**config.mk**
```make
export PLATFORM = sky130hd
export DESIGN_NAME = coordinate_set_table_core
export DESIGN_NICKNAME = d
export VERILOG_FILES = /design/src/sv/cst_pkg.sv /design/src/sv/cst_ram.sv /design/src/sv/cst_ctrl.sv /design/src/sv/coordinate_set_table_core.sv
export SDC_FILE = /design/constraint.sdc
export NUM_CORES = 1
export LEC_CHECK = 0
export ABC_AREA = 0
export BUFFER_PORTS_ARGS = -buffer_cell sky130_fd_sc_hd__clkbuf_2
export CORE_UTILIZATION = 35
export CTS_CLUSTER_SIZE = 40
export DETAILED_ROUTE_END_ITERATION = 10
export PLACE_DENSITY = 0.52
export SLEW_MARGIN = 20
export SYNTH_ARGS = -nofsm -noshare
export SYNTH_HDL_FRONTEND = slang
export SYNTH_SLANG_ARGS = --single-unit
```
**constraint.sdc**
```tcl
create_clock -name clk -period 5 [get_ports clk]
set_input_delay 0.25 -clock clk [delete_from_list [all_inputs] [get_ports clk]]
set_output_delay 0.25 -clock clk [all_outputs]
set_load 0.005 [all_outputs]
```
**src/sv/cst_pkg.sv**
```systemverilog
`timescale 1ns / 1ps
// ----------------------------------------------------------------------------
// Coordinate set table package
// Opcodes, status codes and the beat types of the request and result
// channels.
// ----------------------------------------------------------------------------
package cst_pkg;

  // Request opcodes.
  localparam logic [2:0] OP_INSERT = 3'd0;
  localparam logic [2:0] OP_REMOVE = 3'd1;
  localparam logic [2:0] OP_FIND   = 3'd2;
  localparam logic [2:0] OP_READ   = 3'd3;
  localparam logic [2:0] OP_CLEAR  = 3'd4;

  // Result status codes.
  localparam logic [2:0] ST_OK     = 3'd0;
  localparam logic [2:0] ST_FULL   = 3'd1;
  localparam logic [2:0] ST_DUP    = 3'd2;
  localparam logic [2:0] ST_ABSENT = 3'd3;
  localparam logic [2:0] ST_RANGE  = 3'd4;

  // One request beat.
  typedef struct packed {
    logic [2:0] opcode;
    logic [7:0] row;
    logic [7:0] col;
    logic [5:0] index;
  } in_t;

  // One result beat.
  typedef struct packed {
    logic [2:0] status;
    logic [5:0] found_index;
    logic [7:0] row_out;
    logic [7:0] col_out;
    logic [6:0] count;
  } out_t;

endpackage

```
**src/sv/cst_ram.sv**
```systemverilog
`timescale 1ns / 1ps
// ----------------------------------------------------------------------------
// Generic single-port-write, single-port-read RAM
// One write and one read per cycle; the read data is registered.
// ----------------------------------------------------------------------------
module cst_ram #(
  parameter int WIDTH = 16,
  parameter int DEPTH = 64
) (
  input  logic                     clk,
  input  logic                     wr_en,
  input  logic [$clog2(DEPTH)-1:0] wr_addr,
  input  logic [WIDTH-1:0]         wr_data,
  input  logic                     rd_en,
  input  logic [$clog2(DEPTH)-1:0] rd_addr,
  output logic [WIDTH-1:0]         rd_data
);

  logic [WIDTH-1:0] mem [DEPTH];

  // Write port.
  always_ff @(posedge clk) begin
    if (wr_en) begin
      mem[wr_addr] <= wr_data;
    end
  end

  // Registered read port.
  always_ff @(posedge clk) begin
    if (rd_en) begin
      rd_data <= mem[rd_addr];
    end
  end

endmodule

```
**src/sv/cst_ctrl.sv**
```systemverilog
`timescale 1ns / 1ps
// ----------------------------------------------------------------------------
// Coordinate set table sequencer
// Runs one request at a time against the entry RAM: a pipelined linear
// search, the append for insert, the shift-down pass for remove, and the
// indexed read. Holds the fill count.
// ----------------------------------------------------------------------------
module cst_ctrl #(
  parameter int CAPACITY   = 64,
  parameter int COORD_BITS = 8
) (
  input  logic                          clk,
  input  logic                          rst_n,
  input  logic                          req_accept,
  input  cst_pkg::in_t                  req,
  output logic                          idle,
  output logic                          res_valid,
  input  logic                          res_take,
  output cst_pkg::out_t                 res,
  output logic                          mem_wr_en,
  output logic [$clog2(CAPACITY)-1:0]   mem_wr_addr,
  output logic [2*COORD_BITS-1:0]       mem_wr_data,
  output logic                          mem_rd_en,
  output logic [$clog2(CAPACITY)-1:0]   mem_rd_addr,
  input  logic [2*COORD_BITS-1:0]       mem_rd_data
);

  localparam int AW = $clog2(CAPACITY);
  localparam int FW = $clog2(CAPACITY + 1);
  localparam int CB = COORD_BITS;
  localparam int KW = 2 * COORD_BITS;

  // Sequencer states.
  localparam logic [2:0] S_IDLE   = 3'd0;
  localparam logic [2:0] S_SCAN   = 3'd1;
  localparam logic [2:0] S_SHIFT  = 3'd2;
  localparam logic [2:0] S_RDWAIT = 3'd3;
  localparam logic [2:0] S_RESP   = 3'd4;

  logic [2:0]    state_r, state_nxt;
  logic [FW-1:0] fill_r, fill_nxt;
  logic [FW-1:0] ptr_r, ptr_nxt;
  logic          pend_r, pend_nxt;
  logic [AW-1:0] pidx_r, pidx_nxt;
  logic [2:0]    op_r, op_nxt;
  logic [KW-1:0] key_r, key_nxt;
  logic [2:0]    status_r, status_nxt;
  logic [5:0]    fidx_r, fidx_nxt;
  logic [7:0]    row_r, row_nxt;
  logic [7:0]    col_r, col_nxt;

  logic [KW-1:0] req_key;
  logic          read_bad;
  logic          hit;
  logic          more;

  // The pair as stored: row in the high half, column in the low half.
  assign req_key  = {CB'(req.row), CB'(req.col)};
  assign read_bad = (32'(req.index) >= 32'(fill_r)) || (32'(req.index) >= 32'(CAPACITY));
  assign hit      = pend_r && (mem_rd_data == key_r);
  assign more     = (ptr_r < fill_r);

  // Sequencer next state and RAM port control.
  always_comb begin
    state_nxt   = state_r;
    fill_nxt    = fill_r;
    ptr_nxt     = ptr_r;
    pend_nxt    = 1'b0;
    pidx_nxt    = pidx_r;
    op_nxt      = op_r;
    key_nxt     = key_r;
    status_nxt  = status_r;
    fidx_nxt    = fidx_r;
    row_nxt     = row_r;
    col_nxt     = col_r;
    mem_wr_en   = 1'b0;
    mem_wr_addr = fill_r[AW-1:0];
    mem_wr_data = key_r;
    mem_rd_en   = 1'b0;
    mem_rd_addr = ptr_r[AW-1:0];

    unique case (state_r)
      S_IDLE: begin
        if (req_accept) begin
          op_nxt     = req.opcode;
          key_nxt    = req_key;
          ptr_nxt    = '0;
          status_nxt = cst_pkg::ST_OK;
          fidx_nxt   = '0;
          row_nxt    = '0;
          col_nxt    = '0;
          state_nxt  = S_RESP;
          case (req.opcode) inside
            cst_pkg::OP_INSERT: begin
              if (fill_r == FW'(CAPACITY)) begin
                status_nxt = cst_pkg::ST_FULL;
              end else begin
                state_nxt = S_SCAN;
              end
            end
            cst_pkg::OP_REMOVE, cst_pkg::OP_FIND: begin
              state_nxt = S_SCAN;
            end
            cst_pkg::OP_READ: begin
              if (read_bad) begin
                status_nxt = cst_pkg::ST_RANGE;
              end else begin
                mem_rd_en   = 1'b1;
                mem_rd_addr = AW'(req.index);
                state_nxt   = S_RDWAIT;
              end
            end
            cst_pkg::OP_CLEAR: begin
              fill_nxt = '0;
            end
            default: begin
            end
          endcase
        end
      end

      // Issue one read per cycle and compare the entry read the cycle before.
      S_SCAN: begin
        if (hit) begin
          state_nxt = S_RESP;
          case (op_r)
            cst_pkg::OP_INSERT: status_nxt = cst_pkg::ST_DUP;
            cst_pkg::OP_FIND:   fidx_nxt   = 6'(pidx_r);
            default: begin
              ptr_nxt   = FW'(pidx_r) + FW'(1);
              state_nxt = S_SHIFT;
            end
          endcase
        end else if (more) begin
          mem_rd_en   = 1'b1;
          mem_rd_addr = ptr_r[AW-1:0];
          pend_nxt    = 1'b1;
          pidx_nxt    = ptr_r[AW-1:0];
          ptr_nxt     = ptr_r + FW'(1);
        end else begin
          state_nxt = S_RESP;
          if (op_r == cst_pkg::OP_INSERT) begin
            mem_wr_en   = 1'b1;
            mem_wr_addr = fill_r[AW-1:0];
            mem_wr_data = key_r;
            fill_nxt    = fill_r + FW'(1);
          end else begin
            status_nxt = cst_pkg::ST_ABSENT;
          end
        end
      end

      // Move each later entry down one place: read at ptr, write at ptr - 1.
      S_SHIFT: begin
        if (pend_r) begin
          mem_wr_en   = 1'b1;
          mem_wr_addr = pidx_r - AW'(1);
          mem_wr_data = mem_rd_data;
        end
        if (more) begin
          mem_rd_en   = 1'b1;
          mem_rd_addr = ptr_r[AW-1:0];
          pend_nxt    = 1'b1;
          pidx_nxt    = ptr_r[AW-1:0];
          ptr_nxt     = ptr_r + FW'(1);
        end else if (!pend_r) begin
          fill_nxt  = fill_r - FW'(1);
          state_nxt = S_RESP;
        end
      end

      // Indexed read data arrives in the cycle after the address.
      S_RDWAIT: begin
        row_nxt   = 8'(mem_rd_data[KW-1:CB]);
        col_nxt   = 8'(mem_rd_data[CB-1:0]);
        state_nxt = S_RESP;
      end

      S_RESP: begin
        if (res_take) begin
          state_nxt = S_IDLE;
        end
      end

      default: begin
        state_nxt = S_IDLE;
      end
    endcase
  end

  // Control state.
  always_ff @(posedge clk) begin
    if (!rst_n) begin
      state_r <= S_IDLE;
      fill_r  <= '0;
      pend_r  <= 1'b0;
    end else begin
      state_r <= state_nxt;
      fill_r  <= fill_nxt;
      pend_r  <= pend_nxt;
    end
  end

  // Working and result registers.
  always_ff @(posedge clk) begin
    ptr_r    <= ptr_nxt;
    pidx_r   <= pidx_nxt;
    op_r     <= op_nxt;
    key_r    <= key_nxt;
    status_r <= status_nxt;
    fidx_r   <= fidx_nxt;
    row_r    <= row_nxt;
    col_r    <= col_nxt;
  end

  // Result beat; the count is taken after the request has updated it.
  assign idle      = (state_r == S_IDLE);
  assign res_valid = (state_r == S_RESP);
  always_comb begin
    res.status      = status_r;
    res.found_index = fidx_r;
    res.row_out     = row_r;
    res.col_out     = col_r;
    res.count       = 7'(fill_r);
  end

endmodule

```
**src/sv/coordinate_set_table_core.sv**
```systemverilog
`timescale 1ns / 1ps
// ----------------------------------------------------------------------------
// Coordinate set table
// Insertion-ordered set of up to CAPACITY (row, column) pairs with insert,
// remove, find, indexed read and clear.
// ----------------------------------------------------------------------------
// Usage:
//   A request beat on in_data (opcode, row, col, index) is taken when
//   in_valid is high and in_stall is low. Exactly one result beat follows
//   on out_data (status, found_index, row_out, col_out, count), taken when
//   out_valid is high and out_stall is low.
//   Requests are handled one at a time. Insert and find run a linear search
//   through the entry RAM; remove runs the search, then a shift-down pass
//   one entry per cycle over the RAM's read and write ports; read at index
//   is a single RAM read; clear, spare opcodes, an insert into a full set
//   and an out-of-range read go straight to the result. The next request
//   is taken no sooner than the edge at which the previous result can
//   first be taken.
//   A result is held in an output register, so while the receiver stalls,
//   the next request is accepted and worked on; it then waits until the
//   held beat is taken.
//   Reset empties the set at once; there is no clearing pass.
// ----------------------------------------------------------------------------
module coordinate_set_table_core #(
  parameter int CAPACITY   = 64,
  parameter int COORD_BITS = 8
) (
  input  logic          clk,
  input  logic          rst_n,
  input  logic          in_valid,
  output logic          in_stall,
  input  cst_pkg::in_t  in_data,
  output logic          out_valid,
  input  logic          out_stall,
  output cst_pkg::out_t out_data
);

  localparam int AW = $clog2(CAPACITY);
  localparam int KW = 2 * COORD_BITS;

  logic          idle;
  logic          in_accept;
  logic          res_valid;
  logic          res_take;
  cst_pkg::out_t res;
  logic          mem_wr_en;
  logic [AW-1:0] mem_wr_addr;
  logic [KW-1:0] mem_wr_data;
  logic          mem_rd_en;
  logic [AW-1:0] mem_rd_addr;
  logic [KW-1:0] mem_rd_data;

  logic          out_valid_r, out_valid_nxt;
  cst_pkg::out_t out_data_r;

  assign in_stall  = !idle;
  assign in_accept = in_valid && !in_stall;

  // Sequencer.
  cst_ctrl #(
    .CAPACITY   (CAPACITY),
    .COORD_BITS (COORD_BITS)
  ) u_ctrl (
    .clk         (clk),
    .rst_n       (rst_n),
    .req_accept  (in_accept),
    .req         (in_data),
    .idle        (idle),
    .res_valid   (res_valid),
    .res_take    (res_take),
    .res         (res),
    .mem_wr_en   (mem_wr_en),
    .mem_wr_addr (mem_wr_addr),
    .mem_wr_data (mem_wr_data),
    .mem_rd_en   (mem_rd_en),
    .mem_rd_addr (mem_rd_addr),
    .mem_rd_data (mem_rd_data)
  );

  // Entry storage.
  cst_ram #(
    .WIDTH (KW),
    .DEPTH (CAPACITY)
  ) u_entries (
    .clk     (clk),
    .wr_en   (mem_wr_en),
    .wr_addr (mem_wr_addr),
    .wr_data (mem_wr_data),
    .rd_en   (mem_rd_en),
    .rd_addr (mem_rd_addr),
    .rd_data (mem_rd_data)
  );

  // Output register: loads when empty or when its beat leaves this cycle.
  assign res_take = res_valid && (!out_valid_r || !out_stall);

  always_comb begin
    out_valid_nxt = out_valid_r && out_stall;
    if (res_take) begin
      out_valid_nxt = 1'b1;
    end
  end

  always_ff @(posedge clk) begin
    if (!rst_n) begin
      out_valid_r <= 1'b0;
    end else begin
      out_valid_r <= out_valid_nxt;
    end
  end

  always_ff @(posedge clk) begin
    if (res_take) begin
      out_data_r <= res;
    end
  end

  assign out_valid = out_valid_r;
  assign out_data  = out_data_r;

endmodule

```
=== Word-level counts from Yosys, hierarchy flattened ===
Memory sizes are Yosys's and may differ from the RTL's. A register that Yosys moved wholly into a read port is not among the register bits.
Index checks and enable logic that the tools add are counted.

* Mux-type cells: 77
* Magnitude comparators: 2
* Reductions and logical operators: 25
* Add/subtract/negate cells: 5
* Equal/unequal tests: 28

{| class="wikitable"
|+ Operators with widths
! operator !! count
|-
| 7-bit 2-to-1 mux || 14
|-
| 6-bit 2-to-1 mux || 13
|-
| 3-bit 2-to-1 mux || 21
|-
| 7-bit case mux with 3 select lines || 2
|-
| 16-bit 2-to-1 mux || 2
|-
| 8-bit case mux with 2 select lines || 2
|-
| 6-bit case mux with 2 select lines || 2
|-
| 16-bit == test || 1
|-
| 2-bit inequality test (second input constant) || 8
|-
| 3-bit by 2-bit == test with 1-bit output (second input constant) || 5
|-
| 1-bit 2-to-1 mux || 15
|-
| 3-bit case mux with 5 select lines || 1
|-
| 7-bit by 1-bit adder with 7-bit output (second input constant) || 2
|-
| 11-bit AND reduction || 1
|-
| 2-bit by 1-bit inequality test with 1-bit output (second input constant) || 5
|-
| 5-bit AND reduction || 2
|-
| 3-bit logical NOT || 3
|-
| 8-bit 2-to-1 mux || 1
|-
| 6-bit by 1-bit adder with 7-bit output (second input constant) || 1
|-
| 7-bit == test (second input constant) || 1
|-
| 6-bit by 7-bit greater-or-equal comparator with 1-bit output || 1
|-
| 7-bit < comparator || 1
|-
| 7-bit by 1-bit subtractor with 7-bit output (second input constant) || 1
|-
| 3-bit by 1-bit == test with 1-bit output (second input constant) || 2
|-
| 16 further kinds || 30
|}

* Logic and storage cells: 155
* Register bits: 101
* Memories: 1
* Bits in writable memories: 1,024

{| class="wikitable"
|+ Memories
! memory !! depth !! width !! rd ports !! clocked after memory_dff !! write ports !! RTL line !! text
|-
| u_entries.mem || 64 || 16 || 1 || 1 || 1 || cst_ram.sv:19 || <nowiki>logic [WIDTH-1:0] mem [DEPTH];</nowiki>
|}

=== Depth between registers and ports, before layout ===
Gate-level depths: netlist of the first run.

* Depth after elaboration: 7
* Mapped depth: 15
* Mapped depth without buffers: 13

=== Hierarchy ===
Synthesis of the first run repeated with hierarchy kept, for this count alone.

* Cells, all modules: 2,238
* Area, all modules: 45,218.4 um^2

{| class="wikitable"
|+ By module, submodules not included
! module !! area an instance (um^2) !! times used !! cells each
|-
| cst_ram || 40,184.8 || 1 || 1,831
|-
| cst_ctrl || 4,023.9 || 1 || 369
|-
| coordinate_set_table_core || 1,009.7 || 1 || 38
|}

=== Worst setup path before layout of the first run ===
No wires, ideal clock.

* Kind: register to register
* Start: register u_ctrl.fill_r[1]
* End: memory u_entries.mem[55][0], enable pin
* Clock period less this slack: 4.190 ns
* Data required time: 4.570 ns
* Slack: 0.810 ns
* Stages on the path, launching flop included: 11
* Arrival time: 3.760 ns
* Buffers on the path: 1
* Setup time: 0.430 ns
* Path through: dfxtp_1 -> inv_1 -> ha_1 -> a21o_1 -> a21o_1 -> a21oi_1 -> o21ai_1 -> a31o_2 -> clkbuf_1 -> nand3_1 -> nor4_1

* Cells in the longest elaborated chain, start to end: 6
* Elaborated cells between the ends (all ways): 8
* Classes of those cells: order compare: 1; mux: 7

{| class="wikitable"
|+ Ends and longest elaborated chain
! element !! RTL line !! text
|-
| start: declaration || cst_ctrl.sv:41 || <nowiki>logic [FW-1:0] fill_r, fill_nxt;</nowiki>
|-
| start signal: assignment || cst_ctrl.sv:199 || <nowiki>fill_r <= fill_nxt;</nowiki>
|-
| 7-bit < comparator || cst_ctrl.sv:61 || <nowiki>assign more = (ptr_r < fill_r);</nowiki>
|-
| 1-bit 2-to-1 mux || cst_ctrl.sv:134 || <nowiki>end else if (more) begin</nowiki>
|-
| 1-bit 2-to-1 mux || cst_ctrl.sv:124 || <nowiki>if (hit) begin</nowiki>
|-
| 1-bit case mux with 2 select lines || cst_ctrl.sv:82 || <nowiki>unique case (state_r)</nowiki>
|-
| 1-bit 2-to-1 mux || cst_ram.sv:23 || <nowiki>if (wr_en) begin</nowiki>
|-
| 1-bit 2-to-1 mux (not written as such) || cst_ram.sv:24 || <nowiki>mem[wr_addr] <= wr_data;</nowiki>
|-
| end: declaration || cst_ram.sv:19 ||
|}

Several ways; a longest one is shown, not always the timed one.

=== Worst setup path after layout of the first run ===
* Start: register u_ctrl.fill_r[4]
* End: register u_entries.rd_data[5], read port of u_entries.mem (data pin)

* Cells in the longest elaborated chain, start to end: 7
* Elaborated cells between the ends (all ways): 16
* Classes of those cells: order compare: 2; mux: 14

{| class="wikitable"
|+ Ends and longest elaborated chain
! element !! RTL line !! text
|-
| 6-bit by 7-bit greater-or-equal comparator with 1-bit output || cst_ctrl.sv:59 || <nowiki>assign read_bad = (32'(req.index) >= 32'(fill_r)) || (32'(req.index) >= 32'(CAPACITY));</nowiki>
|-
| 1-bit 2-to-1 mux or 6-bit 2-to-1 mux (tied branches) || cst_ctrl.sv:105 || <nowiki>if (read_bad) begin</nowiki>
|-
| 1-bit 2-to-1 mux or 6-bit 2-to-1 mux (tied branches) (3 in a row) || cst_ctrl.sv:93 || <nowiki>case (req.opcode) inside</nowiki>
|-
| 1-bit 2-to-1 mux or 6-bit 2-to-1 mux (tied branches) || cst_ctrl.sv:84 || <nowiki>if (req_accept) begin</nowiki>
|-
| 1-bit case mux with 3 select lines or 6-bit 2-to-1 mux (tied branches) || n/a ||
|-
| end: declaration || cst_ram.sv:16 || <nowiki>output logic [WIDTH-1:0] rd_data</nowiki>
|}

Several ways; a longest one is shown, not always the timed one.
A chain may end at the register's enable or synchronous reset.

==> impl_results.md, run 1 <==
* Status: complete, no violations
* Die height at 366.7 um
* Max_cap viols at 0
* Reg-to-Reg End: u_entries.rd_data[5]
* Nets at 3590
* Routed len/inst at 26.01 um
* First-pass DRT Iterations at 5
* F_max at 223.7 MHz
* Startpoint types: flip-flop
* Worst R2R Path Depth at 13
* DRC at 0
* Critical R2R Launch: u_ctrl.fill_r[4]
* Post-placement cell area at 0.04978 mm2
* Initial antenna violation count at 7
* CTS tree: done
* Total CTS buffers at 114
* Die W at 366.7 um
* Ys flop type: edfxtp_1
* Worst Skew at 0.02274 ns
* Distinct cells, synth at 72
* M1 WL at 61290 um
* Largest net degree at the start of global routing at 178
* Final Max Slew Viols at 0
* Die area at 0.1345 mm2
* Crit-path cells: inv_1 > ha_1 > a211oi_1 > o32a_1 > buf_4 > a21oi_2 > o22ai_2 > buf_4 > a21oi_1 > nor4_1 > buf_4 > and4_1 > nand4_1
* Post-synth EDFFs at 1129
* Crit Path Class: flip-flop to flip-flop
* CORE AREA at 0.1316 mm2
* Final HPWL DP at 83050 um
* FILL cells at 12148
* Commonest non-fill, non-tap cell in the layout: edfxtp_1
* Finish-stage setup viols at 0
* I/O pins at 63
* H-Tree Level Count at 3
* Synthesized flop and latch total at 1141
* Hold WC Path Type: primary input to flip-flop
* Clk pin slew, worst setup/hold paths at 0.06 ns
* Routed WL at 140300 um
* Global placer's final weighted congestion at 0.8356
* Most frequent cells in the layout: edfxtp_1 (1129), nand2_1 (347), nand3_1 (330)
* Power per Cell Area at 392.7 mW/mm2
* CTS sink cnt at 1141
* Worst Setup SP: u_ctrl.fill_r[4]
* Total Power at 21.06 mW
* Crit path max fanout at 9
* Yosys warning count at 0
* Reg2Reg Setup Slack at 0.53 ns
* 1st-iter DRT viols at 3365
* Starting density of the core at 35.36%
* First-pass GRT wire length at 202700 um
* Peak VDD IR at 0.2812 mV
* Setup TNS at 0 ns
* Clock latency on the worst-skew pair at 0.73 ns
* Port bufs at 62
* Min Tclk post-route at 4.469 ns
* Static Leak at 17.39 nW
* Layout area overhead at 15.20%
* Clock buffer depth at 3
* Syn_nets at 3437
* Max Used Layer: met5
* Layout cells sized above 1 at 13.72%
* Asr flop ratio synth at 0%
* Met2 wire len at 64680 um
* Seq/Total Area, Yosys at 73.35%
* Max_slew headroom at 24.25%
* Slowest stage delay, CP at 0.63 ns
* Tightest Pin Transition at 1.136 ns
* Synth Cell Area at 0.04655 mm2
* Critical path's top delay family: compound AO/OA/AOI/OAI gates
* Final worst-path cycle share at 89.39%
* Row cnt at 133
* CP most frequent cell: buf_4
* Worst path depth at 13
* RSZ-0062 raised after global routing: false
* GRT Residual Overflow at 0
* Root Driver: clkbuf_16
* Routed vias at 30252
* Final Hold Viols at 0
* Total GRT Usage at 20.38%
* Crit path capture: u_entries.rd_data[5]
* Worst Path Arrival at 4.92 ns
* Mean area per synthesized cell at 13.74 um2
* Antenna viol nets, final at 0
* Critical path buffers and inverters at 4
* Vias in the first global route at 28462
* Slowest-stage cell, CP: o22ai_2
* Final instance area at 0.05363 mm2
* Via density at 5.608
* Worst EP required at 5.45 ns
* Crit end category: flip-flop
* Cells after Synth at 3387
* Metal3 WL at 10710 um
==> kinds of logic after synthesis <==
kind of cell | Yosys count | share of synthesized area, %
DFF | 1141 | 73.35
AOI/OAI and AO/OA | 872 | 11.25
muxes | 37 | 0.8413
buffers and inverters | 262 | 2.494
adders and majority gates | 21 | 0.5806
xor gates and xnor gates | 33 | 0.6209
and+or+nand+nor | 1021 | 10.86
==> layer usage <==
layer	up-vias	GRT usage, %
met4	4	6.373
met2	1188	31.68
li1	13410	-
met5	-	0
met3	167	3.430
met1	15483	29.07
==> synth_stat cells, drive strengths merged (10+ instances only) <==
library cell,n,area [um2]
buf,102,560.5
and2,22,137.6
xnor2,27,236.5
mux2,17,191.4
a32oi,32,280.3
a21oi,330,1670
a21o,10,75.07
nand2,351,1328
a311oi,16,140.1
o22ai,22,275.3
ha,20,250.2
a31oi,67,434.2
edfxtp,1129,33900
dfxtp,12,240.2
nor2,95,361.6
inv,22,82.58
a211oi,84,645.6
clkbuf,137,514.2
nand4,20,125.1
mux2i,20,200.2
and3,72,450.4
nand3,333,1689
o21ai,272,1384
a22oi,16,120.1
and4,17,148.9
nor4,79,596.8
==> power breakdown <==
group | switching [mW] | internal [mW]
combinational | 1.38 | 0.527
clock | 3.67 | 4.73
sequential | 0.0706 | 10.7
total | 5.12 | 15.9
==> cell type report <==
class | instances | area [um2] | share of cell area, %
diodes | 2 | 5.005 | 0.009333
clock buffers | 140 | 2970 | 5.539
clock inverters | 73 | 635.6 | 1.185
inverters | 23 | 86.33 | 0.1610
multi-input cells | 1984 | 11390 | 21.24
flip-flops and latches | 1141 | 34140 | 63.67
well taps | 1755 | 2196 | 4.095
repair buffers | 276 | 2197 | 4.097
==> what timing repair did <==
item	4_1_cts	5_1_grt
hold endpoints to repair	31	0
hold buffers	22	0
gates resized for setup	0	0
setup buffers	0	0
==> through the flow <==
step | cells | hold WS (ns) | util, % | setup WS (ns)
floorplan | 3387 | 0.3489 | - | 0.8104
global placement | 5157 | 0.4003 | 37.81 | 0.5726
detailed placement | 5157 | 0.4045 | 37.82 | 0.5408
CTS | 5392 | 0.1052 | 40.73 | 0.5232
global route | 5392 | 0.1665 | 40.74 | 0.3682
finish | 5394 | 0.1668 | 40.74 | 0.5307
==> worst min-delay path by stage <==
stage,start,end,slack [ns],depth (start not counted)
final,in_valid,u_ctrl.status_r[2],0.17,3
after detailed placement,u_ctrl.col_r[3],out_data[10],0.40,0
after global routing,in_valid,u_ctrl.status_r[2],0.17,3
after CTS,in_valid,u_ctrl.status_r[2],0.11,3
after floorplan,in_data[6],u_ctrl.key_r[0],0.35,0
after global placement,u_ctrl.col_r[4],out_data[11],0.40,0
==> worst min-delay path: cells and delay by family <==
kind / cells / cell delay (ns)
buffers and inverters: 1 / 0.14
AO/OA/AOI/OAI: 2 / 0.32
==> flip-flops by register name, summed over array words and instances, names as in the netlist <==
name / flops
u_ctrl.fidx_r: 6
u_ctrl.key_r: 16
u_ctrl.pend_r: 1
u_ctrl.row_r: 8
u_entries.rd_data: 16
u_ctrl.col_r: 8
u_ctrl.status_r: 3
u_ctrl.state_r: 3
u_ctrl.fill_r: 7
u_ctrl.ptr_r: 7
u_ctrl.op_r: 3
u_ctrl.pidx_r: 6
u_entries.mem: 1024
out_valid: 1
out_data: 32
No activity file was read; power rests on OpenSTA's default activity.
==> run 2: changes to the inputs <==
--- a/config.mk
+++ b/config.mk
@@ -14,4 +14,5 @@
 export SLEW_MARGIN = 20
 export SYNTH_ARGS = -nofsm -noshare
 export SYNTH_HDL_FRONTEND = slang
+export SYNTH_HIERARCHICAL = 1
 export SYNTH_SLANG_ARGS = --single-unit
==> impl_results.md, run 2 <==
* Layout cells sized above 1 at 26.75%
* Largest register FFs at 1024
* Startpoint types: flip-flop
* Most frequent cells in the layout: edfxtp_1 (1129), mux4_2 (217), buf_4 (170)
* Final Max Slew Viols at 0
* Post_cts resized at 0
* Ranking of synthesized cells by area: edfxtp_1 (75%), mux4_2 (11%), mux2i_1 (1.9%)
* Worst Path Arrival at 5.06 ns
* Row cnt at 131
* Crit Path Class: flip-flop to flip-flop
* RSZ-0062 raised after global routing: false
* CTS tree: done
* Worst R2R Path Depth at 15
* Share of the synthesized area in the top cell type at 74.98%
* Largest Register: u_entries/mem
* Finish-stage setup viols at 0
* Worst EP required at 5.47 ns
* Routed WL at 115700 um
* Yosys warning count at 6
* Synth Cell Area at 0.04522 mm2
* Die height at 361.4 um
* Ys flop type: edfxtp_1
* Vias in the first global route at 23381
* Post-synth EDFFs at 1129
* Fin Hold WS at 0.2409 ns
* Status: complete, no violations
* Crit end category: flip-flop
* Final Hold Viols at 0
* Setup TNS at 0 ns
* F_max at 217.8 MHz
* Mean area per synthesized cell at 20.20 um2
* Layout area overhead at 15.91%
* DRC at 0
* Placed Cells incl. Taps at 4023
* Die area at 0.1306 mm2
* 1st-iter DRT viols at 2294
* Final HPWL DP at 73520 um
* Distinct cells, synth at 71
* Root Driver: clkbuf_16
* Via density at 5.392
* Total CTS buffers at 115
* Hold Path Depth at 2
* FILL cells at 11249
* Reg2Reg Setup Slack at 0.41 ns
* Crit-path cells: inv_1 > ha_1 > a21oi_1 > o21ai_0 > a21oi_1 > nand4_1 > nor2_1 > buf_4 > mux2_8 > buf_4 > mux4_2 > mux2_2 > nand2_1 > nand4_1 > and4_1
* Clock latency on the worst-skew pair at 0.74 ns
* Top cell type by total area after synthesis: edfxtp_1
* Tightest Pin Transition at 1.191 ns
* Worst Skew at 0.05012 ns
* I/O pins at 63
* Die W at 361.4 um
* Max_cap viols at 0
* Routed vias at 22965
* Seq/Total Area, Yosys at 75.51%
* Largest net degree at the start of global routing at 65
* Syn_nets at 2288
* Final worst-path cycle share at 91.81%
* Post-placement cell area at 0.04838 mm2
* Clock buffer depth at 3
* Clk pin slew, worst setup/hold paths at 0.06 ns
* First-pass GRT wire length at 167800 um
* Starting density of the core at 35.37%
* Routed len/inst at 27.17 um
* Hold WC Path Type: primary input to flip-flop
* Port bufs at 62
* Slowest stage delay, CP at 0.56 ns
* Antenna viol nets, final at 0
* Nets at 2550
* Peak VDD IR at 0.3532 mV
* Commonest non-fill, non-tap cell in the layout: edfxtp_1
* Total GRT Usage at 17.70%
* Most frequent cells after synthesis: edfxtp_1 (1129), mux4_2 (217), nor2_1 (90)
* Final core occ at 41.00%
* CORE AREA at 0.1278 mm2
* Global placer's final weighted congestion at 0.8500
* Final Non-Filler Cells at 4259
* Synthesized flop and latch total at 1141
* Max_slew headroom at 20.63%
* Crit path max fanout at 21
* Power per Cell Area at 546.9 mW/mm2
* Min Tclk post-route at 4.591 ns
* Initial antenna violation count at 2
* H-Tree Level Count at 3
* Asr flop ratio synth at 0%
* Dominant cell by count in the synthesized netlist: edfxtp_1
* GRT Residual Overflow at 0
* First-pass DRT Iterations at 6
* Cells after Synth at 2238
* CTS sink cnt at 1141
* Static Leak at 16.85 nW
* Slowest-stage cell, CP: mux4_2
* Final instance area at 0.05241 mm2
-- run 2: report_power, final --
group	leakage, nW	total, mW	switching, mW	internal (mW)
Combinational	4.69	8.23	4.97	3.25
Sequential	10.3	11.8	0.255	11.5
Clock	1.86	8.68	3.63	5.05
Total	16.8	28.7	8.86	19.8
-- run 2: path summary, 6_finish.rpt --
check	startpoint	end
min reg2reg	u_ctrl/row_r[4]	out_data[19]
max reg2reg	u_ctrl/fill_r[2]	u_entries/rd_data[12]
max	u_ctrl/fill_r[2]	u_entries/rd_data[12]
min	in_data[9]	u_ctrl/key_r[3]
-- run 2: kinds of logic after synthesis --
family                   count (synthesis)  share of synthesized area [%]
XOR/XNOR                                36                         0.6973
AO/OA/AOI/OAI                          204                          3.204
adder cells (fa/ha/maj)                 21                         0.5977
flip-flops                            1141                          75.51
multiplexers                           359                          14.34
AND/OR/NAND/NOR                        340                          3.785
buffers and inverters                  137                          1.870
-- run 2: routing by layer --
layer | vias to the layer above | global-route usage [%] | routed length (um)
li1 | 9773 | - | -
met1 | 12234 | 24.64 | 50520
met2 | 790 | 28.85 | 55770
met3 | 168 | 2.742 | 6678
met4 | 0 | 4.835 | 2742
met5 | - | 0 | 0
-- run 2: metrics by stage --
step	power, mW	setup WS (ns)
5_1_grt	29.72	0.1516
6_report	28.66	0.4093
4_1_cts	28.97	0.3155
2_1_floorplan	17.17	0.3588
3_3_place_gp	20.16	0.1825
3_5_place_dp	20.26	0.3329
-- run 2: area by class of cell --
type / instances / area [um2] / area share, %
Antenna cell: 3 / 7.507 / 0.01432
Inverter: 19 / 71.32 / 0.1361
Clock buffer: 140 / 3014 / 5.751
Clock inverter: 71 / 788.3 / 1.504
Timing Repair Buffer: 263 / 1987 / 3.791
Multi-Input combinational cell: 960 / 10320 / 19.70
Sequential cell: 1141 / 34140 / 65.14
Tap cell: 1662 / 2079 / 3.967
-- run 2: repair_timing --
item,CTS,global route
buffers inserted,0,0
hold endpoints to repair,31,0
hold buffers,22,0
-- run 2: worst max-delay path, delay by kind of cell, from the launching register on --
family | cells | cell delay, ns
muxes | 3 | 1.22
and+or+nand+nor | 5 | 1.08
buffers and inverters | 3 | 0.77
AOI/OAI and AO/OA | 3 | 0.47
DFF | 1 | 0.41
adders and majority gates | 1 | 0.33
